File: config.mk
export PLATFORM = sky130hd
export DESIGN_NAME = paired_key_table_flat
export DESIGN_NICKNAME = d
export VERILOG_FILES = /design/src/rtl/pkt_pkg.sv /design/src/rtl/pkt_in_if.sv /design/src/rtl/pkt_out_if.sv /design/src/rtl/pkt_ram.sv /design/src/rtl/paired_key_table.sv /design/src/flat_wrapper.sv
export SDC_FILE = /design/constraint.sdc
export NUM_CORES = 2
export LEC_CHECK = 0
export BUFFER_PORTS_ARGS = -buffer_cell sky130_fd_sc_hd__buf_2
export CAP_MARGIN = 20
export CELL_PAD_IN_SITES_DETAIL_PLACEMENT = 1
export CELL_PAD_IN_SITES_GLOBAL_PLACEMENT = 2
export CORE_ASPECT_RATIO = 1.2
export CORE_UTILIZATION = 40
export DETAILED_ROUTE_END_ITERATION = 6
export PLACE_DENSITY_LB_ADDON = 0.1
export RECOVER_POWER = 100
export SYNTH_ARGS = -nofsm -noshare
export SYNTH_HDL_FRONTEND = slang
export SYNTH_SLANG_ARGS = --single-unit
export TNS_END_PERCENT = 20
File: constraint.sdc
create_clock -name clk -period 17.9 [get_ports clk]
set_input_delay 1.79 -clock clk [delete_from_list [all_inputs] [get_ports clk]]
set_output_delay 1.79 -clock clk [all_outputs]
set_load 0.02 [all_outputs]
File: src/rtl/pkt_pkg.sv
// pkt_pkg: shared types and constants of the paired key table
package pkt_pkg;

  localparam int ADDR_W = 48;
  localparam int KEY_W  = 64;
  localparam int KIND_W = 8;
  localparam int SEL_W  = 8;
  localparam int SLOT_W = 3;
  localparam int CNT_W  = 4;
  localparam int OP_W   = 3;

  // operation codes
  localparam logic [OP_W-1:0] OP_LOOKUP = 3'd0;
  localparam logic [OP_W-1:0] OP_STORE  = 3'd1;
  localparam logic [OP_W-1:0] OP_DELETE = 3'd2;
  localparam logic [OP_W-1:0] OP_DELALL = 3'd3;
  localparam logic [OP_W-1:0] OP_READ   = 3'd4;

  localparam logic [KIND_W-1:0] KIND_MISS = 8'hFF;
  localparam logic [CNT_W-1:0]  CNT_MAX   = 4'd15;

  // one table entry as held in the entry memory
  typedef struct packed {
    logic [ADDR_W-1:0] addr;
    logic [KEY_W-1:0]  key_upper;
    logic [KEY_W-1:0]  key_lower;
    logic [KIND_W-1:0] kind;
  } entry_t;

  // one result word
  typedef struct packed {
    logic              hit;
    logic [KEY_W-1:0]  found_key_upper;
    logic [KEY_W-1:0]  found_key_lower;
    logic [KIND_W-1:0] found_kind;
    logic [ADDR_W-1:0] found_addr;
    logic [SLOT_W-1:0] slot_used;
    logic              evicted;
    logic [CNT_W-1:0]  valid_count;
  } result_t;

  localparam result_t RES_MISS = '{
    hit:             1'b0,
    found_key_upper: '0,
    found_key_lower: '0,
    found_kind:      KIND_MISS,
    found_addr:      '0,
    slot_used:       '0,
    evicted:         1'b0,
    valid_count:     '0
  };

endpackage

File: src/rtl/pkt_in_if.sv
// pkt_in_if: request channel of the paired key table
interface pkt_in_if import pkt_pkg::*; ();
  logic              valid;
  logic              ready;
  logic [OP_W-1:0]   op;
  logic [ADDR_W-1:0] device_addr;
  logic [KEY_W-1:0]  key_upper;
  logic [KEY_W-1:0]  key_lower;
  logic [KIND_W-1:0] key_kind;
  logic [SEL_W-1:0]  slot_select;

  modport source (
    output valid, op, device_addr, key_upper, key_lower, key_kind, slot_select,
    input  ready
  );
  modport sink (
    input  valid, op, device_addr, key_upper, key_lower, key_kind, slot_select,
    output ready
  );
endinterface

File: src/rtl/pkt_out_if.sv
// pkt_out_if: result channel of the paired key table
interface pkt_out_if import pkt_pkg::*; ();
  logic              valid;
  logic              ready;
  logic              hit;
  logic [KEY_W-1:0]  found_key_upper;
  logic [KEY_W-1:0]  found_key_lower;
  logic [KIND_W-1:0] found_kind;
  logic [ADDR_W-1:0] found_addr;
  logic [SLOT_W-1:0] slot_used;
  logic              evicted;
  logic [CNT_W-1:0]  valid_count;

  modport source (
    output valid, hit, found_key_upper, found_key_lower, found_kind, found_addr,
           slot_used, evicted, valid_count,
    input  ready
  );
  modport sink (
    input  valid, hit, found_key_upper, found_key_lower, found_kind, found_addr,
           slot_used, evicted, valid_count,
    output ready
  );
endinterface

File: src/rtl/pkt_ram.sv
// pkt_ram: generic single-write, single-read ram with registered read data
module pkt_ram #(
  parameter int WIDTH = 8,
  parameter int DEPTH = 16,
  localparam int AW = $clog2(DEPTH)
) (
  input  logic             clk,
  input  logic             wr_en,
  input  logic [AW-1:0]    wr_addr,
  input  logic [WIDTH-1:0] wr_data,
  input  logic [AW-1:0]    rd_addr,
  output logic [WIDTH-1:0] rd_data
);

  logic [WIDTH-1:0] mem_r [DEPTH];
  logic [WIDTH-1:0] rd_data_r;

  always_ff @(posedge clk) begin
    if (wr_en) begin
      mem_r[wr_addr] <= wr_data;
    end
    rd_data_r <= mem_r[rd_addr];
  end

  assign rd_data = rd_data_r;

endmodule

File: src/rtl/paired_key_table.sv
// paired_key_table: address-keyed table of pairing keys with oldest-first eviction
//
//   channel    dir  handshake           contents
//   in_word    in   valid/ready         op, device_addr, key_upper, key_lower,
//                                       key_kind, slot_select
//   out_word   out  valid/ready         hit, found key halves, found_kind,
//                                       found_addr, slot_used, evicted, valid_count
//
// one request at a time; in_word.ready is high only while the sequencer is idle
// lookup, delete and store walk the entry memory one slot a cycle through its
// single read port, all N = TABLE_ENTRIES slots on a miss and fewer on an early hit
// store adds a write of the new entry, and a shift of the table down first when full
// read slot fetches the selected slot right away; delete all and unknown ops go straight to the finish step
// reset clears the valid bits and the count; entry data is left as is
// a finished result waits in the output register; a new request is taken meanwhile
module paired_key_table import pkt_pkg::*; #(
  parameter int TABLE_ENTRIES = 8
) (
  input  logic      clk,
  input  logic      rst_n,
  pkt_in_if.sink    in_word,
  pkt_out_if.source out_word
);

  localparam int IW = $clog2(TABLE_ENTRIES);       // slot index width
  localparam int CW = $clog2(TABLE_ENTRIES + 1);   // walk counter, reaches N
  localparam logic [CW-1:0] N_CNT   = CW'(TABLE_ENTRIES);
  localparam logic [IW-1:0] LAST    = IW'(TABLE_ENTRIES - 1);
  localparam logic [SEL_W-1:0] N_SEL = SEL_W'(TABLE_ENTRIES);

  // sequencer states
  localparam logic [2:0] S_IDLE  = 3'd0;
  localparam logic [2:0] S_SCAN  = 3'd1;  // walk slots for an address match
  localparam logic [2:0] S_WR    = 3'd2;  // write the new entry
  localparam logic [2:0] S_SHIFT = 3'd3;  // move every entry down one slot
  localparam logic [2:0] S_RSLOT = 3'd4;  // read slot data returns
  localparam logic [2:0] S_FIN   = 3'd5;  // hand the result to the output register

  // control state
  logic [2:0]               state_r, state_nxt;
  logic [TABLE_ENTRIES-1:0] valid_r, valid_nxt;
  logic [CW-1:0]            cnt_r, cnt_nxt;
  logic [CW-1:0]            scan_idx_r, scan_idx_nxt;   // next slot to read
  logic [IW-1:0]            cmp_idx_r, cmp_idx_nxt;     // slot whose data is on the ram output
  logic                     cmp_vld_r, cmp_vld_nxt;
  logic                     free_found_r, free_found_nxt;
  logic [IW-1:0]            free_idx_r, free_idx_nxt;
  logic [IW-1:0]            wr_idx_r, wr_idx_nxt;
  logic                     ev_r, ev_nxt;
  logic                     out_valid_r, out_valid_nxt;

  // request and result payload
  logic [OP_W-1:0]   op_r;
  logic [ADDR_W-1:0] addr_r;
  logic [KEY_W-1:0]  ku_r;
  logic [KEY_W-1:0]  kl_r;
  logic [KIND_W-1:0] kind_r;
  logic [IW-1:0]     sel_r;
  logic              sel_ok_r;
  result_t           res_r, res_nxt;
  result_t           out_r, out_nxt;

  // entry memory ports
  logic          ram_we;
  logic [IW-1:0] ram_waddr;
  entry_t        ram_wdata;
  logic [IW-1:0] ram_raddr;
  entry_t        ram_rdata;

  logic          in_accept;
  logic          out_load;
  logic          hit_now;
  logic [7:0]    cnt_ext;
  logic [CNT_W-1:0] cnt_sat;

  pkt_ram #(
    .WIDTH ($bits(entry_t)),
    .DEPTH (TABLE_ENTRIES)
  ) u_entries (
    .clk     (clk),
    .wr_en   (ram_we),
    .wr_addr (ram_waddr),
    .wr_data (ram_wdata),
    .rd_addr (ram_raddr),
    .rd_data (ram_rdata)
  );

  assign in_word.ready = (state_r == S_IDLE);
  assign in_accept     = in_word.valid && in_word.ready;

  // valid entry whose address matches the request
  assign hit_now = cmp_vld_r && valid_r[cmp_idx_r] && (ram_rdata.addr == addr_r);

  // count saturates at 15 for large tables
  assign cnt_ext = 8'(cnt_r);
  assign cnt_sat = (cnt_ext > 8'(CNT_MAX)) ? CNT_MAX : cnt_ext[CNT_W-1:0];

  always_comb begin
    state_nxt      = state_r;
    valid_nxt      = valid_r;
    cnt_nxt        = cnt_r;
    scan_idx_nxt   = scan_idx_r;
    cmp_idx_nxt    = cmp_idx_r;
    cmp_vld_nxt    = 1'b0;
    free_found_nxt = free_found_r;
    free_idx_nxt   = free_idx_r;
    wr_idx_nxt     = wr_idx_r;
    ev_nxt         = ev_r;
    res_nxt        = res_r;
    out_load       = 1'b0;
    ram_we         = 1'b0;
    ram_waddr      = wr_idx_r;
    ram_wdata      = '{addr: addr_r, key_upper: ku_r, key_lower: kl_r, kind: kind_r};
    ram_raddr      = scan_idx_r[IW-1:0];

    // result word with the count after this request
    out_nxt             = res_r;
    out_nxt.valid_count = cnt_sat;

    // output register drains on its own handshake
    out_valid_nxt = out_valid_r && !out_word.ready;

    unique case (state_r)
      S_IDLE: begin
        // read slot data is fetched right away
        ram_raddr = in_word.slot_select[IW-1:0];
        if (in_accept) begin
          scan_idx_nxt   = '0;
          free_found_nxt = 1'b0;
          ev_nxt         = 1'b0;
          unique case (in_word.op) inside
            OP_LOOKUP, OP_STORE, OP_DELETE: begin
              state_nxt = S_SCAN;
            end
            OP_DELALL: begin
              valid_nxt         = '0;
              cnt_nxt           = '0;
              res_nxt           = RES_MISS;
              res_nxt.hit       = 1'b1;
              res_nxt.found_kind = '0;
              state_nxt         = S_FIN;
            end
            OP_READ: begin
              state_nxt = S_RSLOT;
            end
            default: begin
              res_nxt   = RES_MISS;
              state_nxt = S_FIN;
            end
          endcase
        end
      end

      S_SCAN: begin
        if (hit_now) begin
          unique case (op_r)
            OP_LOOKUP: begin
              res_nxt                 = RES_MISS;
              res_nxt.hit             = 1'b1;
              res_nxt.found_key_upper = ram_rdata.key_upper;
              res_nxt.found_key_lower = ram_rdata.key_lower;
              res_nxt.found_kind      = ram_rdata.kind;
              res_nxt.slot_used       = SLOT_W'(cmp_idx_r);
              state_nxt               = S_FIN;
            end
            OP_DELETE: begin
              valid_nxt[cmp_idx_r] = 1'b0;
              cnt_nxt              = cnt_r - CW'(1);
              res_nxt              = RES_MISS;
              res_nxt.hit          = 1'b1;
              res_nxt.found_kind   = '0;
              res_nxt.slot_used    = SLOT_W'(cmp_idx_r);
              state_nxt            = S_FIN;
            end
            default: begin
              // store onto the matching entry
              wr_idx_nxt = cmp_idx_r;
              state_nxt  = S_WR;
            end
          endcase
        end else if (scan_idx_r != N_CNT) begin
          ram_raddr    = scan_idx_r[IW-1:0];
          cmp_idx_nxt  = scan_idx_r[IW-1:0];
          cmp_vld_nxt  = 1'b1;
          scan_idx_nxt = scan_idx_r + CW'(1);
          if (!valid_r[scan_idx_r[IW-1:0]] && !free_found_r) begin
            free_found_nxt = 1'b1;
            free_idx_nxt   = scan_idx_r[IW-1:0];
          end
        end else if (op_r == OP_STORE) begin
          if (free_found_r) begin
            wr_idx_nxt = free_idx_r;
            state_nxt  = S_WR;
          end else begin
            // table full: shift down, slot 0 falls out
            scan_idx_nxt = CW'(1);
            state_nxt    = S_SHIFT;
          end
        end else begin
          res_nxt   = RES_MISS;
          state_nxt = S_FIN;
        end
      end

      S_SHIFT: begin
        if (cmp_vld_r) begin
          ram_we    = 1'b1;
          ram_waddr = cmp_idx_r - IW'(1);
          ram_wdata = ram_rdata;
        end
        if (scan_idx_r != N_CNT) begin
          ram_raddr    = scan_idx_r[IW-1:0];
          cmp_idx_nxt  = scan_idx_r[IW-1:0];
          cmp_vld_nxt  = 1'b1;
          scan_idx_nxt = scan_idx_r + CW'(1);
        end else begin
          wr_idx_nxt = LAST;
          ev_nxt     = 1'b1;
          state_nxt  = S_WR;
        end
      end

      S_WR: begin
        ram_we    = 1'b1;
        ram_waddr = wr_idx_r;
        if (!valid_r[wr_idx_r]) begin
          valid_nxt[wr_idx_r] = 1'b1;
          cnt_nxt             = cnt_r + CW'(1);
        end
        res_nxt            = RES_MISS;
        res_nxt.hit        = 1'b1;
        res_nxt.found_kind = '0;
        res_nxt.slot_used  = SLOT_W'(wr_idx_r);
        res_nxt.evicted    = ev_r;
        state_nxt          = S_FIN;
      end

      S_RSLOT: begin
        res_nxt = RES_MISS;
        if (sel_ok_r && valid_r[sel_r]) begin
          res_nxt.hit             = 1'b1;
          res_nxt.found_key_upper = ram_rdata.key_upper;
          res_nxt.found_key_lower = ram_rdata.key_lower;
          res_nxt.found_kind      = ram_rdata.kind;
          res_nxt.found_addr      = ram_rdata.addr;
          res_nxt.slot_used       = SLOT_W'(sel_r);
        end
        state_nxt = S_FIN;
      end

      S_FIN: begin
        if (!out_valid_r || out_word.ready) begin
          out_load      = 1'b1;
          out_valid_nxt = 1'b1;
          state_nxt     = S_IDLE;
        end
      end

      default: begin
        state_nxt = S_IDLE;
      end
    endcase
  end

  // control registers
  always_ff @(posedge clk) begin
    if (!rst_n) begin
      state_r      <= S_IDLE;
      valid_r      <= '0;
      cnt_r        <= '0;
      scan_idx_r   <= '0;
      cmp_idx_r    <= '0;
      cmp_vld_r    <= 1'b0;
      free_found_r <= 1'b0;
      free_idx_r   <= '0;
      wr_idx_r     <= '0;
      ev_r         <= 1'b0;
      out_valid_r  <= 1'b0;
    end else begin
      state_r      <= state_nxt;
      valid_r      <= valid_nxt;
      cnt_r        <= cnt_nxt;
      scan_idx_r   <= scan_idx_nxt;
      cmp_idx_r    <= cmp_idx_nxt;
      cmp_vld_r    <= cmp_vld_nxt;
      free_found_r <= free_found_nxt;
      free_idx_r   <= free_idx_nxt;
      wr_idx_r     <= wr_idx_nxt;
      ev_r         <= ev_nxt;
      out_valid_r  <= out_valid_nxt;
    end
  end

  // payload registers
  always_ff @(posedge clk) begin
    if (in_accept) begin
      op_r     <= in_word.op;
      addr_r   <= in_word.device_addr;
      ku_r     <= in_word.key_upper;
      kl_r     <= in_word.key_lower;
      kind_r   <= in_word.key_kind;
      sel_r    <= in_word.slot_select[IW-1:0];
      sel_ok_r <= (in_word.slot_select < N_SEL);
    end
    res_r <= res_nxt;
    if (out_load) begin
      out_r <= out_nxt;
    end
  end

  assign out_word.valid           = out_valid_r;
  assign out_word.hit             = out_r.hit;
  assign out_word.found_key_upper = out_r.found_key_upper;
  assign out_word.found_key_lower = out_r.found_key_lower;
  assign out_word.found_kind      = out_r.found_kind;
  assign out_word.found_addr      = out_r.found_addr;
  assign out_word.slot_used       = out_r.slot_used;
  assign out_word.evicted         = out_r.evicted;
  assign out_word.valid_count     = out_r.valid_count;

  // running count tracks the valid bits
  a_cnt_matches: assert property (@(posedge clk) disable iff (!rst_n)
    cnt_r == $countones(valid_r))
    else $error("valid count out of step with valid bits");

  // shifting only happens on a full table
  a_shift_full: assert property (@(posedge clk) disable iff (!rst_n)
    state_r == S_SHIFT |-> &valid_r)
    else $error("shift started with a free slot");

  // a new result only comes from the finish step
  a_out_from_fin: assert property (@(posedge clk) disable iff (!rst_n)
    $rose(out_valid_r) |-> $past(state_r == S_FIN))
    else $error("result word loaded outside finish step");

  // an eviction always lands in the last slot
  a_evict_last: assert property (@(posedge clk) disable iff (!rst_n)
    out_valid_r && out_r.evicted |-> out_r.hit && out_r.slot_used == SLOT_W'(LAST))
    else $error("eviction result not on last slot");

  // a miss carries the miss kind and no address
  a_miss_fields: assert property (@(posedge clk) disable iff (!rst_n)
    out_valid_r && !out_r.hit |-> out_r.found_kind == KIND_MISS && out_r.found_addr == '0)
    else $error("miss result fields wrong");

endmodule
File: src/flat_wrapper.sv
// flat-port wrapper written by rule: the top's interface ports become plain ports
module paired_key_table_flat import pkt_pkg::*;
#(
  parameter int TABLE_ENTRIES = 8
)
  (clk, rst_n, in_word_valid, in_word_op, in_word_device_addr, in_word_key_upper, in_word_key_lower, in_word_key_kind, in_word_slot_select, in_word_ready, out_word_valid, out_word_hit, out_word_found_key_upper, out_word_found_key_lower, out_word_found_kind, out_word_found_addr, out_word_slot_used, out_word_evicted, out_word_valid_count, out_word_ready);
  pkt_in_if in_word_i ();
  pkt_out_if out_word_i ();
  input  logic clk;
  input  logic rst_n;
  input wire logic [$bits(in_word_i.valid)-1:0] in_word_valid;
  input wire logic [$bits(in_word_i.op)-1:0] in_word_op;
  input wire logic [$bits(in_word_i.device_addr)-1:0] in_word_device_addr;
  input wire logic [$bits(in_word_i.key_upper)-1:0] in_word_key_upper;
  input wire logic [$bits(in_word_i.key_lower)-1:0] in_word_key_lower;
  input wire logic [$bits(in_word_i.key_kind)-1:0] in_word_key_kind;
  input wire logic [$bits(in_word_i.slot_select)-1:0] in_word_slot_select;
  output wire logic [$bits(in_word_i.ready)-1:0] in_word_ready;
  output wire logic [$bits(out_word_i.valid)-1:0] out_word_valid;
  output wire logic [$bits(out_word_i.hit)-1:0] out_word_hit;
  output wire logic [$bits(out_word_i.found_key_upper)-1:0] out_word_found_key_upper;
  output wire logic [$bits(out_word_i.found_key_lower)-1:0] out_word_found_key_lower;
  output wire logic [$bits(out_word_i.found_kind)-1:0] out_word_found_kind;
  output wire logic [$bits(out_word_i.found_addr)-1:0] out_word_found_addr;
  output wire logic [$bits(out_word_i.slot_used)-1:0] out_word_slot_used;
  output wire logic [$bits(out_word_i.evicted)-1:0] out_word_evicted;
  output wire logic [$bits(out_word_i.valid_count)-1:0] out_word_valid_count;
  input wire logic [$bits(out_word_i.ready)-1:0] out_word_ready;
  assign in_word_i.valid = in_word_valid;
  assign in_word_i.op = in_word_op;
  assign in_word_i.device_addr = in_word_device_addr;
  assign in_word_i.key_upper = in_word_key_upper;
  assign in_word_i.key_lower = in_word_key_lower;
  assign in_word_i.key_kind = in_word_key_kind;
  assign in_word_i.slot_select = in_word_slot_select;
  assign in_word_ready = in_word_i.ready;
  assign out_word_valid = out_word_i.valid;
  assign out_word_hit = out_word_i.hit;
  assign out_word_found_key_upper = out_word_i.found_key_upper;
  assign out_word_found_key_lower = out_word_i.found_key_lower;
  assign out_word_found_kind = out_word_i.found_kind;
  assign out_word_found_addr = out_word_i.found_addr;
  assign out_word_slot_used = out_word_i.slot_used;
  assign out_word_evicted = out_word_i.evicted;
  assign out_word_valid_count = out_word_i.valid_count;
  assign out_word_i.ready = out_word_ready;
  paired_key_table #(.TABLE_ENTRIES(TABLE_ENTRIES)) u_core (.clk(clk), .rst_n(rst_n), .in_word(in_word_i), .out_word(out_word_i));
endmodule
### Word level (Yosys, flattened, before mapping)

Memory sizes are Yosys's and may differ from the RTL's. A register that Yosys moved wholly into a read port is not among the register bits.
Cells that the tools add are included.

| storage, ports and cells | value |
|---|---|
| flip-flop bits (word level) | 605 |
| bits in writable memories | 1472 |
| input bits | 199 |
| output and inout port bits | 195 |
| logic and storage cells | 200 |
| memories | 1 |

Memories:

| name | words | width | read ports | clocked after memory_dff | wr ports | line | RTL |
|---|---|---|---|---|---|---|---|
| u_core.u_entries.mem_r | 8 | 184 | 1 | 1 | 1 | pkt_ram.sv:15 | `logic [WIDTH-1:0] mem_r [DEPTH];` |

| cells by class | value |
|---|---|
| add/subtract/negate cells | 4 |
| magnitude comparators | 8 |
| eq/ne operators | 33 |
| muxes and demuxes | 82 |
| bitwise operators | 4 |
| reductions and logical operators | 35 |

Operators by type and width:

| operator | number |
|---|---|
| 2-to-1 mux 193 bit | 4 |
| case mux 193 bit (2 select lines) | 2 |
| case mux 193 bit (4 select lines) | 1 |
| 2-to-1 mux 184 bit | 2 |
| 2-to-1 mux 188 bit | 1 |
| 2-to-1 mux 3 bit | 18 |
| == test 48 bit | 1 |
| 2-to-1 mux 4 bit | 11 |
| 2-to-1 mux 8 bit | 5 |
| case mux 4 bit (3 select lines) | 2 |
| case mux 8 bit (3 select lines) | 1 |
| AND reduction 6 bit | 4 |
| 2-to-1 mux 1 bit | 21 |
| case mux 3 bit (2 select lines) | 3 |
| < comparator 3 x 4 -> 1 bit (second input constant) | 4 |
| == test 3 x 2 -> 1 bit (second input constant) | 5 |
| case mux 3 bit (5 select lines) | 1 |
| inequality test 2 bit (second input constant) | 7 |
| binary-select mux 1 bit (select 3 bit) | 4 |
| inequality test 2 x 1 -> 1 bit (second input constant) | 5 |
| == test 3 x 1 -> 1 bit (second input constant) | 3 |
| == test 3 bit (second input constant) | 3 |
| logical NOT 3 bit | 3 |
| inequality test 3 x 1 -> 1 bit (second input constant) | 3 |
| 28 further kinds | 52 |

### Longest topological paths before layout

| logic depth | value |
|---|---|
| word-level depth | 9 |
| mapped depth | 12 |
| gate-level depth less buffers | 10 |

### By module

From an unflattened synthesis, not the netlist that was laid out.

| unflattened totals | value |
|---|---|
| cell total of the unflattened synthesis | 3682 |
| area total of the unflattened synthesis | 82524.1 um^2 |

Modules (own cells, without submodules):

| module | times used | cells each | area each (um^2) | seq. area each (um^2) |
|---|---|---|---|---|
| pkt_ram | 1 | 2323 | 58982.8 | 47885.9 |
| paired_key_table | 1 | 1359 | 23541.3 | 17847.1 |

### Worst setup path before layout

No wires, ideal clock.

| path | value |
|---|---|
| path type | flip-flop to flip-flop |
| from | reg u_core.cmp_idx_r[2] |
| to | reg u_core.res_r, in the netlist u_core.out_nxt[100] (enable) |
| library setup time | 999 ps |
| arrival time | 14720 ps |
| required time | 16901 ps |
| setup slack | 2181 ps |
| cell stages (with the launch flop) | 9 |
| path buffers | 2 |
| period minus slack after synthesis | 15719 ps |
| path through | dfxtp_1 -> clkbuf_1 -> nand2_1 -> o211ai_1 -> a211oi_1 -> nand4_2 -> clkbuf_1 -> a21oi_1 -> o21ai_0 |

| between the ends | value |
|---|---|
| cells in the longest elaborated chain, start to end | 6 |
| elaborated cells on any way between the ends | 8 |
| those cells by class | eq/ne: 3; mux: 2; reduce/logical: 3 |

Ends and longest elaborated chain:

| what | line | RTL |
|---|---|---|
| start, declared | paired_key_table.sv:44 | `logic [IW-1:0] cmp_idx_r, cmp_idx_nxt;` |
| start signal, assigned | paired_key_table.sv:284 | `cmp_idx_r <= cmp_idx_nxt;` |
| binary-select mux 1 bit (select 3 bit) (*) | paired_key_table.sv:92 | `assign hit_now = cmp_vld_r && valid_r[cmp_idx_r] && (ram_rdata.addr == addr_r);` |
| 2-to-1 mux 1 bit (implied by the code) (*) | paired_key_table.sv:92 |  |
| logical AND 1 bit (*) (2 in a row) | paired_key_table.sv:92 |  |
| inequality test 4 bit (no line) or inequality test 3 x 2 -> 1 bit (tied branches) | - |  |
| AND reduction 6 bit (no line) (*) | - |  |
| end signal, assigned | paired_key_table.sv:305 | `res_r <= res_nxt;` |
| end, declared | paired_key_table.sv:60 | `result_t res_r, res_nxt;` |

Mark *: on every way between the ends. The rest lies on a longest branch, timed or not. The select of a mux whose other input is x is not followed.
A chain may end at the register's enable or synchronous reset.

### Final worst setup path

| path | value |
|---|---|
| from | reg u_core.addr_r[46] |
| to | reg u_core.res_r, in the netlist u_core.out_nxt[131] (enable) |

| between the ends | value |
|---|---|
| cells in the longest elaborated chain, start to end | 4 |
| elaborated cells on any way between the ends | 6 |
| those cells by class | eq/ne: 4; reduce/logical: 2 |

Ends and longest elaborated chain:

| what | line | RTL |
|---|---|---|
| start, declared | paired_key_table.sv:54 | `logic [ADDR_W-1:0] addr_r;` |
| start signal, assigned | paired_key_table.sv:298 | `addr_r <= in_word.device_addr;` |
| == test 48 bit (*) | paired_key_table.sv:92 |  |
| logical AND 1 bit (*) | paired_key_table.sv:92 |  |
| inequality test 4 bit (no line) or inequality test 3 x 2 -> 1 bit (tied branches) | - |  |
| AND reduction 6 bit (no line) (*) | - |  |

Mark *: on every way between the ends. The rest lies on a longest branch, timed or not.

==> impl_metrics.env <==
export IMPL_finalHoldViolCount=0
export IMPL_end_kind="flop"
export IMPL_start_kind="flop"
export IMPL_dp_hpwl_um=123000
export IMPL_synth_top_area_share_pct=72.6
export IMPL_start_util_pct=40.3
export IMPL_synthArstFlopShare_pct=0
export IMPL_fillers=21480
export IMPL_crit_chain="xnor2_1 > nand4_1 > nor4_1 > nand4_2 > clkbuf_1 > nand2_1 > nand2_1 > o21ai_4 > clkbuf_1 > clkbuf_1"
export IMPL_cp_num_buf_inv=3
export IMPL_drv_cap=49
export IMPL_critPathArrivalTime_ns=11.88
export IMPL_cts_sinks=2261
export IMPL_yosysUniqueCellTypes=66
export IMPL_syn_avg_cell_area_um2=13.1
export IMPL_violations="max-capacitance violations, max-slew violations"
export IMPL_row_count=184
export IMPL_io_buffers=393
export IMPL_yosys_top_cells_area="edfxtp_1 73%, nand2_1 10%, nand3_1 5.5%"
export IMPL_grt_pass1_wl_um=345000
export IMPL_drt_initial_drc_count=3113
export IMPL_p_per_area_mw_per_mm2=152
export IMPL_r2r_slack_ns=6.42
export IMPL_r2r_start="u_core.addr_r[46]"
export IMPL_crit_top_cell="clkbuf_1"
export IMPL_fin_tns_setup_ns=0
export IMPL_regArea_mm2=0.0657
export IMPL_finalWorstSetupSlack_ns=6.42
export IMPL_coreArea_mm2=0.210
export IMPL_nets=7015
export IMPL_die_h_um=506
export IMPL_max_slew_margin_pct=-477
export IMPL_num_io_pins=394
export IMPL_via_per_inst=5.17
export IMPL_synthCells=6469
export IMPL_cts_tree="yes"
export IMPL_cts_setup_buffers=0
export IMPL_globalplace_congestion=0.754
export IMPL_clock_latency_ns=0.86
export IMPL_critPathMaxFanout=100
export IMPL_cts_hold_buf=0
export IMPL_finalMaxSlewViolations=2314
export IMPL_wl_per_cell_um=23.4
export IMPL_postCtsResizedCells=0
export IMPL_synth_net_count=6674
export IMPL_yosysWarningCount=0
export IMPL_wl_um=230000
export IMPL_rsz0062_at_grt="false"
export IMPL_hp_start="u_core.out_nxt[25]"
export IMPL_die_area_mm2=0.213
export IMPL_via_count=50667
export IMPL_gr_total_overflow=0
export IMPL_clock_skew_final_ns=0.0232
export IMPL_yosysMostFrequentCell="nand2_1"
export IMPL_period_minus_slack_ns=11.48
export IMPL_postPlaceCellArea_mm2=0.0894
export IMPL_status="complete, but fails checks"
export IMPL_synth_seq_cells=2261
export IMPL_setup_viol=0
export IMPL_design_area_mm2=0.0962
export IMPL_grt_usage_pct=21.5
export IMPL_crit_family="buffers and inverters"
export IMPL_critPathKind="reg -> reg"
export IMPL_vdd_drop_max_v=0.000117
export IMPL_synth_area_mm2=0.0845
export IMPL_dp_slack_ns=11.66
export IMPL_crit_path_max_incr_delay_ns=4.85
export IMPL_grt_max_degree=186
export IMPL_period_share_pct=64.1
export IMPL_synth_flop_cell="edfxtp_1"
export IMPL_clk_pin_slew_ns=0.06
export IMPL_die_width_um=422
export IMPL_synth_edf_count=2045
export IMPL_netlist_top_cells_count="2245 x nand2_1, 2045 x edfxtp_1, 934 x nand3_1"
export IMPL_root_buffer="clkbuf_16"
export IMPL_slowest_stage="clkbuf_1"
export IMPL_cts_buffers=227
export IMPL_tightest_slew_ns=8.66
export IMPL_yosys_area_top_type="edfxtp_1"
export IMPL_required_ns=18.30
export IMPL_cts_buffer_depth=3
export IMPL_power_static_leakage_nw=34.1
export IMPL_hp_class="reg -> reg"
export IMPL_syn_to_final_growth_pct=13.8
export IMPL_multiInputGateArea_mm2=0.0173
export IMPL_fmax_mhz=87.1
export IMPL_dp_cells=9369
export IMPL_layout_drive_gt1_share_pct=7.73
export IMPL_first_pass_iters=5
export IMPL_cts_htree_levels=4
export IMPL_drc_errors=0
export IMPL_ant_nets=0
export IMPL_grt_pass1_vias=53255
export IMPL_stdcell_count=9804
export IMPL_antenna_found_initial=6
export IMPL_worstSetupStartpoint="u_core.addr_r[46]"
export IMPL_ys_seq_area_share_pct=77.8
power by group:
| group | internal (mW) | total (mW) | leakage [nW] | switching [mW] |
|---|---|---|---|---|
| logic | 0.821 | 2.98 | 10.0 | 2.16 |
| clock network | 2.70 | 4.70 | 3.62 | 2.01 |
| registers | 6.58 | 6.92 | 20.4 | 0.337 |
| total | 10.1 | 14.6 | 34.1 | 4.51 |
cell type report:
| cell class | count | share of cell area [%] |
|---|---|---|
| multi-input cells | 3829 | 18.0 |
| repair buffers | 478 | 2.32 |
| diodes | 2 | 0.00520 |
| clock inverters | 127 | 1.21 |
| clock buffers | 304 | 6.44 |
| flip-flops and latches | 2261 | 68.3 |
| well taps | 2790 | 3.63 |
| inverters | 13 | 0.0520 |
final timing paths:
path | cells past startpoint | endpoint
setup reg to reg | 10 | u_core.out_nxt[131]
hold / removal | 0 | u_core.out_word.found_addr[17]
setup / recovery | 10 | u_core.out_nxt[131]
hold reg to reg | 0 | u_core.out_word.found_addr[17]
registers in the layout, summed over array words and instances (netlist names), 8 cells and up:
register,count
u_core.addr_r,48
u_core.kind_r,8
u_core.kl_r,64
u_core.ku_r,64
u_core.out_nxt,189
u_core.out_word.found_addr,48
u_core.out_word.found_key_lower,64
u_core.out_word.found_key_upper,64
u_core.out_word.found_kind,8
u_core.u_entries.mem_r,1472
u_core.u_entries.rd_data,184
u_core.valid_r,8
kinds of logic after synthesis:
logic type / share of synthesized area, %
AND/OR/NAND/NOR: 17.5
flip-flops: 77.8
buffers and inverters: 1.83
AO/OA/AOI/OAI: 1.95
XOR/XNOR: 0.518
multiplexers: 0.363
adder cells (fa/ha/maj): 0.0977
per-layer routing:
layer  GRT usage, %  vias up  part of all wire (%)
li1               -    23475                     -
met3           2.61      250                   3.3
met1           29.1    26091                    46
met4           5.20        0                   1.9
met5              0        -                     0
met2           36.8      851                    49
cells in the final DEF (no fill, tap or decap), types with 48 or more instances in the layout:
master	instances
buf_2	147
clkbuf_1	353
clkbuf_16	229
clkinv_2	48
dfxtp_1	216
edfxtp_1	2045
nand2_1	2245
nand3_1	934
nor2b_1	131
o21ai_0	194
xnor2_1	49
metrics by stage:
stage,hold slack [ns],power (mW),util [%]
finish,0.413,14.6,45.9
global route,0.424,15.3,45.9
CTS,0.418,14.8,46.2
detailed placement,0.405,10.1,42.6
global placement,0.401,10.0,42.6
floorplan,0.400,8.96,-
Note: power is estimated with default switching activity, not from simulation.
